[src/sv/sms_pkg.sv]
// shared types and constants for the spi master shifter
package sms_pkg;

  localparam int WORD_BITS_DEF  = 8;
  localparam int TIMER_BITS_DEF = 16;

  localparam int CFG_INDEX_W   = 3;
  localparam int CFG_DATA_W    = 16;
  localparam int HALF_PERIOD_W = 16;

  typedef enum logic [1:0] {
    OP_TICK    = 2'd0,
    OP_SELECT  = 2'd1,
    OP_RELEASE = 2'd2,
    OP_START   = 2'd3
  } op_t;

  typedef enum logic [1:0] {
    KIND_WRITE = 2'd0,
    KIND_READ  = 2'd1,
    KIND_BOTH  = 2'd2,
    KIND_ALIAS = 2'd3
  } kind_t;

  typedef enum logic [CFG_INDEX_W-1:0] {
    REG_CLOCK_POLARITY = 3'd0,
    REG_CLOCK_PHASE    = 3'd1,
    REG_MSB_FIRST      = 3'd2,
    REG_THREE_WIRE     = 3'd3,
    REG_HALF_PERIOD    = 3'd4
  } reg_index_t;

  typedef struct packed {
    logic                     clock_polarity;
    logic                     clock_phase;
    logic                     msb_first;
    logic                     three_wire;
    logic [HALF_PERIOD_W-1:0] half_period;
  } cfg_t;

  typedef struct packed {
    logic sclk;
    logic sdo;
    logic sdo_enable;
    logic cs_n;
    logic rx_done;
    logic busy_res;
  } pins_t;

endpackage

[src/sv/sms_if.sv]
// item channels: operations in, pin results out
interface spi_cmd_if #(parameter int WORD_BITS = 8);
  logic                 valid;
  logic                 ready;
  logic [1:0]           op;
  logic [WORD_BITS-1:0] tx_byte;
  logic [1:0]           xfer_kind;
  logic                 sdi;

  modport source (output valid, output op, output tx_byte, output xfer_kind,
                  output sdi, input ready);
  modport sink (input valid, input op, input tx_byte, input xfer_kind,
                input sdi, output ready);
endinterface

interface spi_res_if #(parameter int WORD_BITS = 8);
  logic                 valid;
  logic                 ready;
  logic                 sclk;
  logic                 sdo;
  logic                 sdo_enable;
  logic                 cs_n;
  logic [WORD_BITS-1:0] rx_byte;
  logic                 rx_done;
  logic                 busy_res;

  modport source (output valid, output sclk, output sdo, output sdo_enable,
                  output cs_n, output rx_byte, output rx_done, output busy_res,
                  input ready);
  modport sink (input valid, input sclk, input sdo, input sdo_enable,
                input cs_n, input rx_byte, input rx_done, input busy_res,
                output ready);
endinterface

[src/sv/sms_cfg.sv]
// configuration register bank
module sms_cfg (
  input  logic                              clk,
  input  logic                              rst,
  input  logic                              cfg_we,
  input  logic [sms_pkg::CFG_INDEX_W-1:0]   cfg_index,
  input  logic [sms_pkg::CFG_DATA_W-1:0]    cfg_data,
  output sms_pkg::cfg_t                     cfg
);
  import sms_pkg::*;

  always_ff @(posedge clk) begin
    if (rst) begin
      cfg.clock_polarity <= 1'b0;
      cfg.clock_phase    <= 1'b0;
      cfg.msb_first      <= 1'b1;
      cfg.three_wire     <= 1'b0;
      cfg.half_period    <= HALF_PERIOD_W'(1);
    end else if (cfg_we) begin
      unique case (cfg_index)
        REG_CLOCK_POLARITY: cfg.clock_polarity <= cfg_data[0];
        REG_CLOCK_PHASE:    cfg.clock_phase    <= cfg_data[0];
        REG_MSB_FIRST:      cfg.msb_first      <= cfg_data[0];
        REG_THREE_WIRE:     cfg.three_wire     <= cfg_data[0];
        REG_HALF_PERIOD:    cfg.half_period    <= cfg_data[HALF_PERIOD_W-1:0];
        default: ;
      endcase
    end
  end

endmodule

[src/sv/sms_core.sv]
// shifter and clock divider state with its one-item update
module sms_core #(
  parameter int WORD_BITS  = sms_pkg::WORD_BITS_DEF,
  parameter int TIMER_BITS = sms_pkg::TIMER_BITS_DEF
) (
  input  logic                 clk,
  input  logic                 rst,
  input  logic                 step,
  input  sms_pkg::cfg_t        cfg,
  input  logic [1:0]           op,
  input  logic [WORD_BITS-1:0] tx_byte,
  input  logic [1:0]           xfer_kind,
  input  logic                 sdi,
  output sms_pkg::pins_t       pins,
  output logic [WORD_BITS-1:0] rx_byte
);
  import sms_pkg::*;

  localparam int BL_W = $clog2(WORD_BITS + 1);

  logic [WORD_BITS-1:0]  out_shift, out_shift_next;
  logic [WORD_BITS-1:0]  in_shift, in_shift_next;
  logic [BL_W-1:0]       bits_left, bits_left_next;
  logic                  half_phase, half_phase_next;
  logic [TIMER_BITS-1:0] tick_count, tick_count_next;
  logic                  select_level, select_level_next;
  logic                  clock_level, clock_level_next;
  logic                  data_level, data_level_next;
  logic                  drive_enable, drive_enable_next;
  kind_t                 transfer_kind, transfer_kind_next;
  logic                  active, active_next;
  logic                  done;

  logic [TIMER_BITS-1:0] hp_raw, hp, tick_inc;
  kind_t                 kind_in;

  function automatic logic [WORD_BITS-1:0] shift_out(input logic [WORD_BITS-1:0] s,
                                                     input logic msb);
    logic [WORD_BITS-1:0] r;
    r = msb ? {s[WORD_BITS-2:0], 1'b0} : {1'b0, s[WORD_BITS-1:1]};
    return r;
  endfunction

  function automatic logic [WORD_BITS-1:0] shift_in(input logic [WORD_BITS-1:0] s,
                                                    input logic b, input logic msb);
    logic [WORD_BITS-1:0] r;
    r = msb ? {s[WORD_BITS-2:0], b} : {b, s[WORD_BITS-1:1]};
    return r;
  endfunction

  assign hp_raw   = TIMER_BITS'(cfg.half_period);
  assign hp       = (hp_raw == '0) ? TIMER_BITS'(1) : hp_raw;
  assign tick_inc = tick_count + TIMER_BITS'(1);
  assign kind_in  = (kind_t'(xfer_kind) == KIND_ALIAS) ? KIND_BOTH : kind_t'(xfer_kind);

  always_comb begin
    out_shift_next     = out_shift;
    in_shift_next      = in_shift;
    bits_left_next     = bits_left;
    half_phase_next    = half_phase;
    tick_count_next    = tick_count;
    select_level_next  = select_level;
    clock_level_next   = clock_level;
    data_level_next    = data_level;
    drive_enable_next  = drive_enable;
    transfer_kind_next = transfer_kind;
    active_next        = active;
    done               = 1'b0;

    unique case (op_t'(op))
      OP_SELECT:  select_level_next = 1'b0;
      OP_RELEASE: select_level_next = 1'b1;
      OP_START: begin
        if (!active) begin
          transfer_kind_next = kind_in;
          in_shift_next      = '0;
          bits_left_next     = BL_W'(WORD_BITS);
          half_phase_next    = 1'b0;
          tick_count_next    = '0;
          clock_level_next   = cfg.clock_polarity;
          drive_enable_next  = !(cfg.three_wire && kind_in == KIND_READ);
          active_next        = 1'b1;
          // mode 0/2 puts the first bit out before the leading edge
          if (!cfg.clock_phase && kind_in != KIND_READ) begin
            data_level_next = cfg.msb_first ? tx_byte[WORD_BITS-1] : tx_byte[0];
            out_shift_next  = shift_out(tx_byte, cfg.msb_first);
          end else begin
            out_shift_next = tx_byte;
          end
        end
      end
      OP_TICK: begin
        if (active) begin
          tick_count_next = tick_inc;
          if (tick_inc >= hp) begin
            tick_count_next = '0;
            if (!half_phase) begin
              // leading edge
              clock_level_next = !cfg.clock_polarity;
              half_phase_next  = 1'b1;
              if (!cfg.clock_phase) begin
                if (transfer_kind != KIND_WRITE)
                  in_shift_next = shift_in(in_shift, sdi, cfg.msb_first);
              end else if (transfer_kind != KIND_READ) begin
                data_level_next = cfg.msb_first ? out_shift[WORD_BITS-1] : out_shift[0];
                out_shift_next  = shift_out(out_shift, cfg.msb_first);
              end
            end else begin
              // trailing edge
              clock_level_next = cfg.clock_polarity;
              half_phase_next  = 1'b0;
              if (!cfg.clock_phase) begin
                if (transfer_kind != KIND_READ && bits_left > BL_W'(1)) begin
                  data_level_next = cfg.msb_first ? out_shift[WORD_BITS-1] : out_shift[0];
                  out_shift_next  = shift_out(out_shift, cfg.msb_first);
                end
              end else if (transfer_kind != KIND_WRITE) begin
                in_shift_next = shift_in(in_shift, sdi, cfg.msb_first);
              end
              if (bits_left != '0)
                bits_left_next = bits_left - BL_W'(1);
              if (bits_left <= BL_W'(1)) begin
                active_next = 1'b0;
                done        = 1'b1;
              end
            end
          end
        end
      end
      default: ;
    endcase

    if (!active_next)
      clock_level_next = cfg.clock_polarity;
  end

  always_ff @(posedge clk) begin
    if (rst) begin
      out_shift     <= '0;
      in_shift      <= '0;
      bits_left     <= '0;
      half_phase    <= 1'b0;
      tick_count    <= '0;
      select_level  <= 1'b1;
      clock_level   <= 1'b0;
      data_level    <= 1'b1;
      drive_enable  <= 1'b1;
      transfer_kind <= KIND_WRITE;
      active        <= 1'b0;
    end else if (step) begin
      out_shift     <= out_shift_next;
      in_shift      <= in_shift_next;
      bits_left     <= bits_left_next;
      half_phase    <= half_phase_next;
      tick_count    <= tick_count_next;
      select_level  <= select_level_next;
      clock_level   <= clock_level_next;
      data_level    <= data_level_next;
      drive_enable  <= drive_enable_next;
      transfer_kind <= transfer_kind_next;
      active        <= active_next;
    end
  end

  always_comb begin
    pins.sclk       = clock_level_next;
    pins.sdo        = data_level_next;
    pins.sdo_enable = drive_enable_next;
    pins.cs_n       = select_level_next;
    pins.rx_done    = done;
    pins.busy_res   = active_next;
    rx_byte         = done ? in_shift_next : '0;
  end

endmodule

[src/sv/spi_master_shifter_unit.sv]
// SPI master shifter. Each operation item (tick, select, release, start) is taken
// into an input register and then, once the result register is free or being taken,
// updates the shifter and divider state and loads the result register, so one item is
// accepted every clock cycle while results are taken without a wait. The result
// register is refilled in the same cycle it is taken, and the input register only
// holds while a result waits downstream. Serial clock timing is counted in tick
// items, half_period ticks per half clock; configuration writes apply immediately.
module spi_master_shifter_unit #(
  parameter int WORD_BITS  = sms_pkg::WORD_BITS_DEF,
  parameter int TIMER_BITS = sms_pkg::TIMER_BITS_DEF
) (
  input  logic                            clk,
  input  logic                            rst,
  input  logic                            cfg_we,
  input  logic [sms_pkg::CFG_INDEX_W-1:0] cfg_index,
  input  logic [sms_pkg::CFG_DATA_W-1:0]  cfg_data,
  spi_cmd_if.sink                         cmd,
  spi_res_if.source                       res
);
  import sms_pkg::*;

  cfg_t                 cfg;
  pins_t                pins;
  logic [WORD_BITS-1:0] rx_word;

  logic                 stage_valid;
  logic [1:0]           stage_op;
  logic [WORD_BITS-1:0] stage_tx;
  logic [1:0]           stage_kind;
  logic                 stage_sdi;
  logic                 advance;

  logic                 res_valid;
  pins_t                res_pins;
  logic [WORD_BITS-1:0] res_rx;

  sms_cfg u_cfg (
    .clk       (clk),
    .rst       (rst),
    .cfg_we    (cfg_we),
    .cfg_index (cfg_index),
    .cfg_data  (cfg_data),
    .cfg       (cfg)
  );

  sms_core #(
    .WORD_BITS  (WORD_BITS),
    .TIMER_BITS (TIMER_BITS)
  ) u_core (
    .clk       (clk),
    .rst       (rst),
    .step      (advance),
    .cfg       (cfg),
    .op        (stage_op),
    .tx_byte   (stage_tx),
    .xfer_kind (stage_kind),
    .sdi       (stage_sdi),
    .pins      (pins),
    .rx_byte   (rx_word)
  );

  // staged item moves on whenever the result register is free or being taken
  assign advance   = stage_valid && (!res_valid || res.ready);
  assign cmd.ready = !stage_valid || advance;

  always_ff @(posedge clk) begin
    if (rst) begin
      stage_valid <= 1'b0;
    end else if (cmd.ready) begin
      stage_valid <= cmd.valid;
    end
  end

  always_ff @(posedge clk) begin
    if (cmd.ready && cmd.valid) begin
      stage_op   <= cmd.op;
      stage_tx   <= cmd.tx_byte;
      stage_kind <= cmd.xfer_kind;
      stage_sdi  <= cmd.sdi;
    end
  end

  always_ff @(posedge clk) begin
    if (rst) begin
      res_valid <= 1'b0;
    end else if (advance) begin
      res_valid <= 1'b1;
    end else if (res.ready) begin
      res_valid <= 1'b0;
    end
  end

  always_ff @(posedge clk) begin
    if (advance) begin
      res_pins <= pins;
      res_rx   <= rx_word;
    end
  end

  assign res.valid      = res_valid;
  assign res.sclk       = res_pins.sclk;
  assign res.sdo        = res_pins.sdo;
  assign res.sdo_enable = res_pins.sdo_enable;
  assign res.cs_n       = res_pins.cs_n;
  assign res.rx_byte    = res_rx;
  assign res.rx_done    = res_pins.rx_done;
  assign res.busy_res   = res_pins.busy_res;

endmodule

[src/flat_wrapper.sv]
// flat-port wrapper written by rule: the top's interface ports become plain ports
module spi_master_shifter_unit_flat import sms_pkg::*;
#(
  parameter int WORD_BITS  = sms_pkg::WORD_BITS_DEF,
  parameter int TIMER_BITS = sms_pkg::TIMER_BITS_DEF
)
  (clk, rst, cfg_we, cfg_index, cfg_data, cmd_valid, cmd_op, cmd_tx_byte, cmd_xfer_kind, cmd_sdi, cmd_ready, res_valid, res_sclk, res_sdo, res_sdo_enable, res_cs_n, res_rx_byte, res_rx_done, res_busy_res, res_ready);
  spi_cmd_if #(.WORD_BITS(WORD_BITS)) cmd_i ();
  spi_res_if #(.WORD_BITS(WORD_BITS)) res_i ();
  input  logic clk;
  input  logic rst;
  input  logic cfg_we;
  input  logic [sms_pkg::CFG_INDEX_W-1:0] cfg_index;
  input  logic [sms_pkg::CFG_DATA_W-1:0] cfg_data;
  input wire logic [$bits(cmd_i.valid)-1:0] cmd_valid;
  input wire logic [$bits(cmd_i.op)-1:0] cmd_op;
  input wire logic [$bits(cmd_i.tx_byte)-1:0] cmd_tx_byte;
  input wire logic [$bits(cmd_i.xfer_kind)-1:0] cmd_xfer_kind;
  input wire logic [$bits(cmd_i.sdi)-1:0] cmd_sdi;
  output wire logic [$bits(cmd_i.ready)-1:0] cmd_ready;
  output wire logic [$bits(res_i.valid)-1:0] res_valid;
  output wire logic [$bits(res_i.sclk)-1:0] res_sclk;
  output wire logic [$bits(res_i.sdo)-1:0] res_sdo;
  output wire logic [$bits(res_i.sdo_enable)-1:0] res_sdo_enable;
  output wire logic [$bits(res_i.cs_n)-1:0] res_cs_n;
  output wire logic [$bits(res_i.rx_byte)-1:0] res_rx_byte;
  output wire logic [$bits(res_i.rx_done)-1:0] res_rx_done;
  output wire logic [$bits(res_i.busy_res)-1:0] res_busy_res;
  input wire logic [$bits(res_i.ready)-1:0] res_ready;
  assign cmd_i.valid = cmd_valid;
  assign cmd_i.op = cmd_op;
  assign cmd_i.tx_byte = cmd_tx_byte;
  assign cmd_i.xfer_kind = cmd_xfer_kind;
  assign cmd_i.sdi = cmd_sdi;
  assign cmd_ready = cmd_i.ready;
  assign res_valid = res_i.valid;
  assign res_sclk = res_i.sclk;
  assign res_sdo = res_i.sdo;
  assign res_sdo_enable = res_i.sdo_enable;
  assign res_cs_n = res_i.cs_n;
  assign res_rx_byte = res_i.rx_byte;
  assign res_rx_done = res_i.rx_done;
  assign res_busy_res = res_i.busy_res;
  assign res_i.ready = res_ready;
  spi_master_shifter_unit #(.WORD_BITS(WORD_BITS), .TIMER_BITS(TIMER_BITS)) u_core (.clk(clk), .rst(rst), .cfg_we(cfg_we), .cfg_index(cfg_index), .cfg_data(cfg_data), .cmd(cmd_i), .res(res_i));
endmodule
[config.mk]
export PLATFORM = sky130hd
export DESIGN_NAME = spi_master_shifter_unit_flat
export DESIGN_NICKNAME = d
export VERILOG_FILES = /design/src/sv/sms_pkg.sv /design/src/sv/sms_if.sv /design/src/sv/sms_cfg.sv /design/src/sv/sms_core.sv /design/src/sv/spi_master_shifter_unit.sv /design/src/flat_wrapper.sv
export SDC_FILE = /design/constraint.sdc
export NUM_CORES = 1
export LEC_CHECK = 0
export BUFFER_PORTS_ARGS = -buffer_cell sky130_fd_sc_hd__buf_2
export CAP_MARGIN = 20
export CORE_UTILIZATION = 35
export CTS_CLUSTER_SIZE = 40
export DETAILED_ROUTE_END_ITERATION = 6
export PLACE_DENSITY = 0.64
export SYNTH_ARGS = -nofsm -noshare
export SYNTH_HDL_FRONTEND = slang
export SYNTH_SLANG_ARGS = --single-unit
[constraint.sdc]
create_clock -name clk -period 8.75 [get_ports clk]
set_input_delay 1.3125 -clock clk [delete_from_list [all_inputs] [get_ports clk]]
set_output_delay 1.3125 -clock clk [all_outputs]
set_load 0.05 [all_outputs]
# After elaboration in Yosys (flattened, before gate mapping)
# Cells that the tools add are included.
# W data, S select, Z words.
# word_totals
reg_bits	93
in_bits	37
word_cells	155
# op_classes
addsub	2
n_lt_le_gt_ge	3
n_eq_ne	20
n_mux	71
n_bitwise	1
n_reduce_logical	29
# ops
cell	n
$mux W8	19
$mux W16	4
$mux W1	33
$pmux W16 S2	1
$pmux W8 S2	2
$mux W4	5
$add A16 B1 Y16 const B	1
$ge A16 B16 Y1	1
$logic_not A16 Y1	1
$ne A2 B2 Y1 const B	5
$pmux W1 S2	5
$reduce_and A2 Y1	5
$reduce_and A9 Y1	1
$pmux W4 S2	1
$reduce_and A7 Y1	1
$eq A2 B2 Y1 const B	3
$eq A3 B2 Y1 const B	2
$ne A3 B2 Y1 const B	2
$ne A3 B3 Y1 const B	2
$reduce_bool A2 Y1	3
$logic_and A1 B1 Y1	5
$logic_not A1 Y1	5
$reduce_and A5 Y1	1
$eq A2 B1 Y1 const B	2
other kinds (14)	16

# Depth between registers and ports, before layout
# depth
word_depth	8
depth_mapped	18
mapped_depth_nobuf	15

# Hierarchy
# A second synthesis with hierarchy kept.
# unflattened
cells_unflattened	550
area_unflattened_um2	5351.4
# by_module_without_submodules
mod	instances	cells_per_inst	area_per_inst_um2	seq_area_each_um2
sms_core	1	425	3513.4	880.8
sms_cfg	1	88	923.4	400.4
spi_master_shifter_unit	1	37	914.6	850.8

# Least setup slack after synthesis
# Ideal clock, no wire load.
# synth_path
kind	register -> register
startpoint	register u_core.u_core.tick_count[0]
endpoint	register u_core.res_pins (netlist bit u_core.res.sclk), data pin
arrival_time_ns	3.430
t_required_ns	8.492
setup_slack_ns	5.062
stages_incl_launch_ff	18
n_path_buf	2
period_less_slack_ns	3.688
cell_sequence	dfxtp_1 > ha_1 > and3_1 > and3_1 > and3_1 > clkbuf_1 > nand2_1 > nor2_1 > xor2_1 > ha_1 > nand2_1 > nor2_1 > nand4_1 > o211ai_1 > buf_4 > a21oi_1 > o311ai_0 > or2b_1
# synth_between
elab_chain_cells	6
# synth_lines
element	line	source
from (decl)	sms_core.sv:25	logic [TIMER_BITS-1:0] tick_count, tick_count_next;
from (signal assigned)	sms_core.sv:155	tick_count <= tick_count_next;
$add A16 B1 Y16 (*)	sms_core.sv:53	assign tick_inc = tick_count + TIMER_BITS'(1);
$ge A16 B16 Y1 (*)	sms_core.sv:95	if (tick_inc >= hp) begin
$mux W1	sms_core.sv:95	
$mux W1	sms_core.sv:93	if (active) begin
$pmux W1 S2	sms_core.sv:70	unique case (op_t'(op))
$mux W1 (*)	sms_core.sv:133	if (!active_next)
named net u_core.u_core.clock_level_next	sms_core.sv:27	logic clock_level, clock_level_next;
to (signal assigned)	spi_master_shifter_unit.sv:95	res_pins <= pins;
to (decl)	spi_master_shifter_unit.sv:34	pins_t res_pins;
# The timed path passes the listed nets; every way through them passes the cells marked *.
# A chain may end at the register's enable or synchronous reset.

# Final worst setup path
# layout_path
startpoint	register u_core.u_core.tick_count[2]
endpoint	register u_core.u_core.tick_count[7]
# layout_between
elab_chain_cells	5
# layout_lines
element	line
$add A16 B1 Y16 (*)	sms_core.sv:53
$ge A16 B16 Y1	sms_core.sv:95
$mux W16 (*)	sms_core.sv:95
$mux W16 (*)	sms_core.sv:93
$pmux W16 S2 (*)	sms_core.sv:70
# Mark *: on every way between the ends. The rest lies on a longest branch, timed or not. The select of a mux whose other input is x is not followed.

==> flow_metrics.tcl <==
set metrics [dict create \
    status "completed" \
    max_stage_delay_ns 0.76 \
    synth-edff-count 27 \
    fin_crit_sh_pct 49.91 \
    routedWlPerCell_um 13.80 \
    grtUsageTotal_pct 15.41 \
    syn_area_per_cell_um2 8.975 \
    setup_viol 0 \
    worstPathArrival_ns 4.62 \
    h-tree-depth 3 \
    cts-buffers-inserted 9 \
    drc_errors 0 \
    coreArea_um2 13990 \
    p_leak_nw 2.269 \
    tritoncts "yes" \
    tns_ns 0 \
    dieArea_um2 14970 \
    firstDrtPassIters 4 \
    clock_skew_ns 0.01030 \
    final.fill_count 1387 \
    grt_pass1_vias 3904 \
    placed_cells 769 \
    relSlewSlack_pct 39.67 \
    crit_slowest_cell "and3_1" \
    grt_pass1_wl_mm 18.18 \
    cts_hold_buffers 0 \
    final_cells 787 \
    die_h_um 122.4 \
    ant_nets 0 \
    viasPerCell 5.219 \
    netlist-cell-type-count 58 \
    rsz0062_at_grt "false" \
    synth_flop_cell "dfxtp_1" \
    ctsResizeCount 0 \
    worst_pin_slew_ns 0.9050 \
    start_kind "register" \
    drt_iter0_drc 271 \
    dp_slack_ns 4.121 \
    regArea_um2 2132 \
    synthCells 565 \
    nets 662 \
    postLayoutCoreUtil_pct 41.20 \
    die_w_um 122.4 \
    cts_root_buffer "clkbuf_16" \
    clock_latency_ns 0.36 \
    grt_start_max_net_pins 67 \
    clockBufferDepth 2 \
    hold_class "reg2reg" \
    fp-row-count 43 \
    final_cell_mix "nand2_1 (76), dfxtp_1 (66), nor2_1 (57), buf_2 (52), a21oi_1 (43)" \
    endpoint_kind "register" \
    critPathKind "reg2reg" \
    synthToLayoutAreaGrowth_pct 13.64 \
    portBuffers 52 \
    cts_setup_buffers 0 \
    cap_violations 0 \
    path_cells "nand4_1 -> nor3_1 -> and3_1 -> nand3_1 -> nor2_1 -> xor2_1 -> ha_1 -> a21oi_1 -> nor2_1 -> a211oi_1 -> o211a_4 -> and3_1 -> o21ai_0 -> a311oi_1" \
    synth_fp_nets 625 \
    worst_slack_ns 4.383 \
    grt-ovfl-total 0 \
    ys_seq_area_share_pct 42.04 \
    place_congestion 0.8523 \
    p_per_area_nw_per_um2 167.0 \
    synthesis.area_um2 5071 \
    critPathMaxFanout 28 \
    diodes 0 \
    vias 4107 \
    hold_viol_final 0 \
    vdd_ir_drop_max_mv 0.1524 \
    layout_commonest_cell "nand2_1" \
    final_layout_size_suffix_gt1_share_pct 15.98 \
    multi_input_area_um2 2669 \
    wl_mm 10.86 \
    cp.required_ns 9.00 \
    yosysWarnings 0 \
    fin_crit_ns 4.367 \
    fmax_ghz 0.2290 \
    clkSinkCount 93 \
    start_util_pct 36.25 \
    top_level_ports 53 \
    async_reset_ff_share_pct 0 \
    drv_slew 0 \
    synth.ff_latch_count 93 \
    antenna_found_initial 0 \
    dp_hpwl_mm 7.722 \
    clkTransAtPathRegs_ns 0.07 \
]
==> per-stage QoR <==
step | power (mW) | hold WS (ns) | instance area (um2)
floorplan | 0.5475 | 0.4369 | 5071
global placement | 0.5728 | 0.4534 | 5429
detailed placement | 0.5756 | 0.4677 | 5429
CTS | 0.9738 | 0.4799 | 5728
global route | 1.005 | 0.4980 | 5763
finish | 0.9623 | 0.4781 | 5763
==> cells in the mapped netlist, types with 7 or more instances <==
master	number	area, um2
nand2_1	76	285.3
dfxtp_1	66	1321
nor2_1	57	214.0
a21oi_1	43	215.2
inv_1	32	120.1
edfxtp_1	27	810.8
ha_1	23	287.8
o21ai_0	23	115.1
clkbuf_1	21	78.83
a22oi_1	20	150.1
mux2_2	17	191.4
mux2i_1	17	170.2
a311oi_1	12	105.1
nand3_1	11	55.05
nor2b_1	10	62.56
xor2_1	10	87.58
and3_1	8	50.05
nor3_1	8	40.04
nand2b_1	7	43.79
xnor2_1	7	61.31
==> routing by layer <==
layer  vias to the layer above  GRT usage [%]  share of wire, %
met2                        67          26.54                49
met3                        13          4.368               4.2
met1                      1938          18.21                46
met5                         -              0                 0
met4                         0          5.335               1.2
li1                       2089              -                 -
==> path summary, 6_finish.rpt <==
| kind | from | end | slack (ns) | cells after the start |
|---|---|---|---|---|
| worst min register to register | u_core.u_core.select_level | u_core.u_core.select_level | 0.48 | 2 |
| worst max register to register | u_core.u_core.tick_count[2] | u_core.u_core.tick_count[7] | 4.38 | 14 |
| worst max-delay path | u_core.u_core.tick_count[2] | u_core.u_core.tick_count[7] | 4.38 | 14 |
| worst min-delay path | u_core.u_core.select_level | u_core.u_core.select_level | 0.48 | 2 |
==> critical path, delay by kind of cell (launching register included) <==
family,cells,cell delay [ns]
compound gates,5,1.35
xor+xnor,1,0.17
fa+ha+maj,1,0.26
flops,1,0.43
simple gates,7,2.05
==> registers in the layout (all words and copies together) (netlist names), 2 cells and up <==
register                     flops
u_core.res.rx_byte               8
u_core.stage_kind                2
u_core.stage_op                  2
u_core.stage_tx                  8
u_core.u_cfg.cfg                20
u_core.u_core.bits_left          4
u_core.u_core.in_shift           8
u_core.u_core.out_shift          8
u_core.u_core.tick_count        16
u_core.u_core.transfer_kind      2
==> cells by family (layout without fill, tap and decap cells) <==
| logic type | Yosys count | count (layout) | synth area share [%] |
|---|---|---|---|
| simple gates | 200 | 200 | 18.11 |
| compound gates | 135 | 135 | 18.78 |
| flops | 93 | 93 | 42.04 |
| buf+inv | 63 | 105 | 5.330 |
| mux | 34 | 34 | 7.130 |
| fa+ha+maj | 23 | 23 | 5.675 |
| xor+xnor | 17 | 17 | 2.936 |
==> cell type report <==
class                           count  area share, %
Clock buffer                       10          3.973
Inverter                           32          2.084
Timing Repair Buffer               57          5.515
Multi-Input combinational cell    409          46.31
Tap cell                          180          3.908
Clock inverter                      6          1.216
Sequential cell                    93          37.00
==> power breakdown <==
group / total (mW) / switching [mW] / internal [mW]
registers: 0.467 / 0.0103 / 0.456
clock network: 0.394 / 0.171 / 0.224
logic: 0.101 / 0.0646 / 0.0366
total: 0.962 / 0.245 / 0.717
No activity file was read; power rests on OpenSTA's default activity.
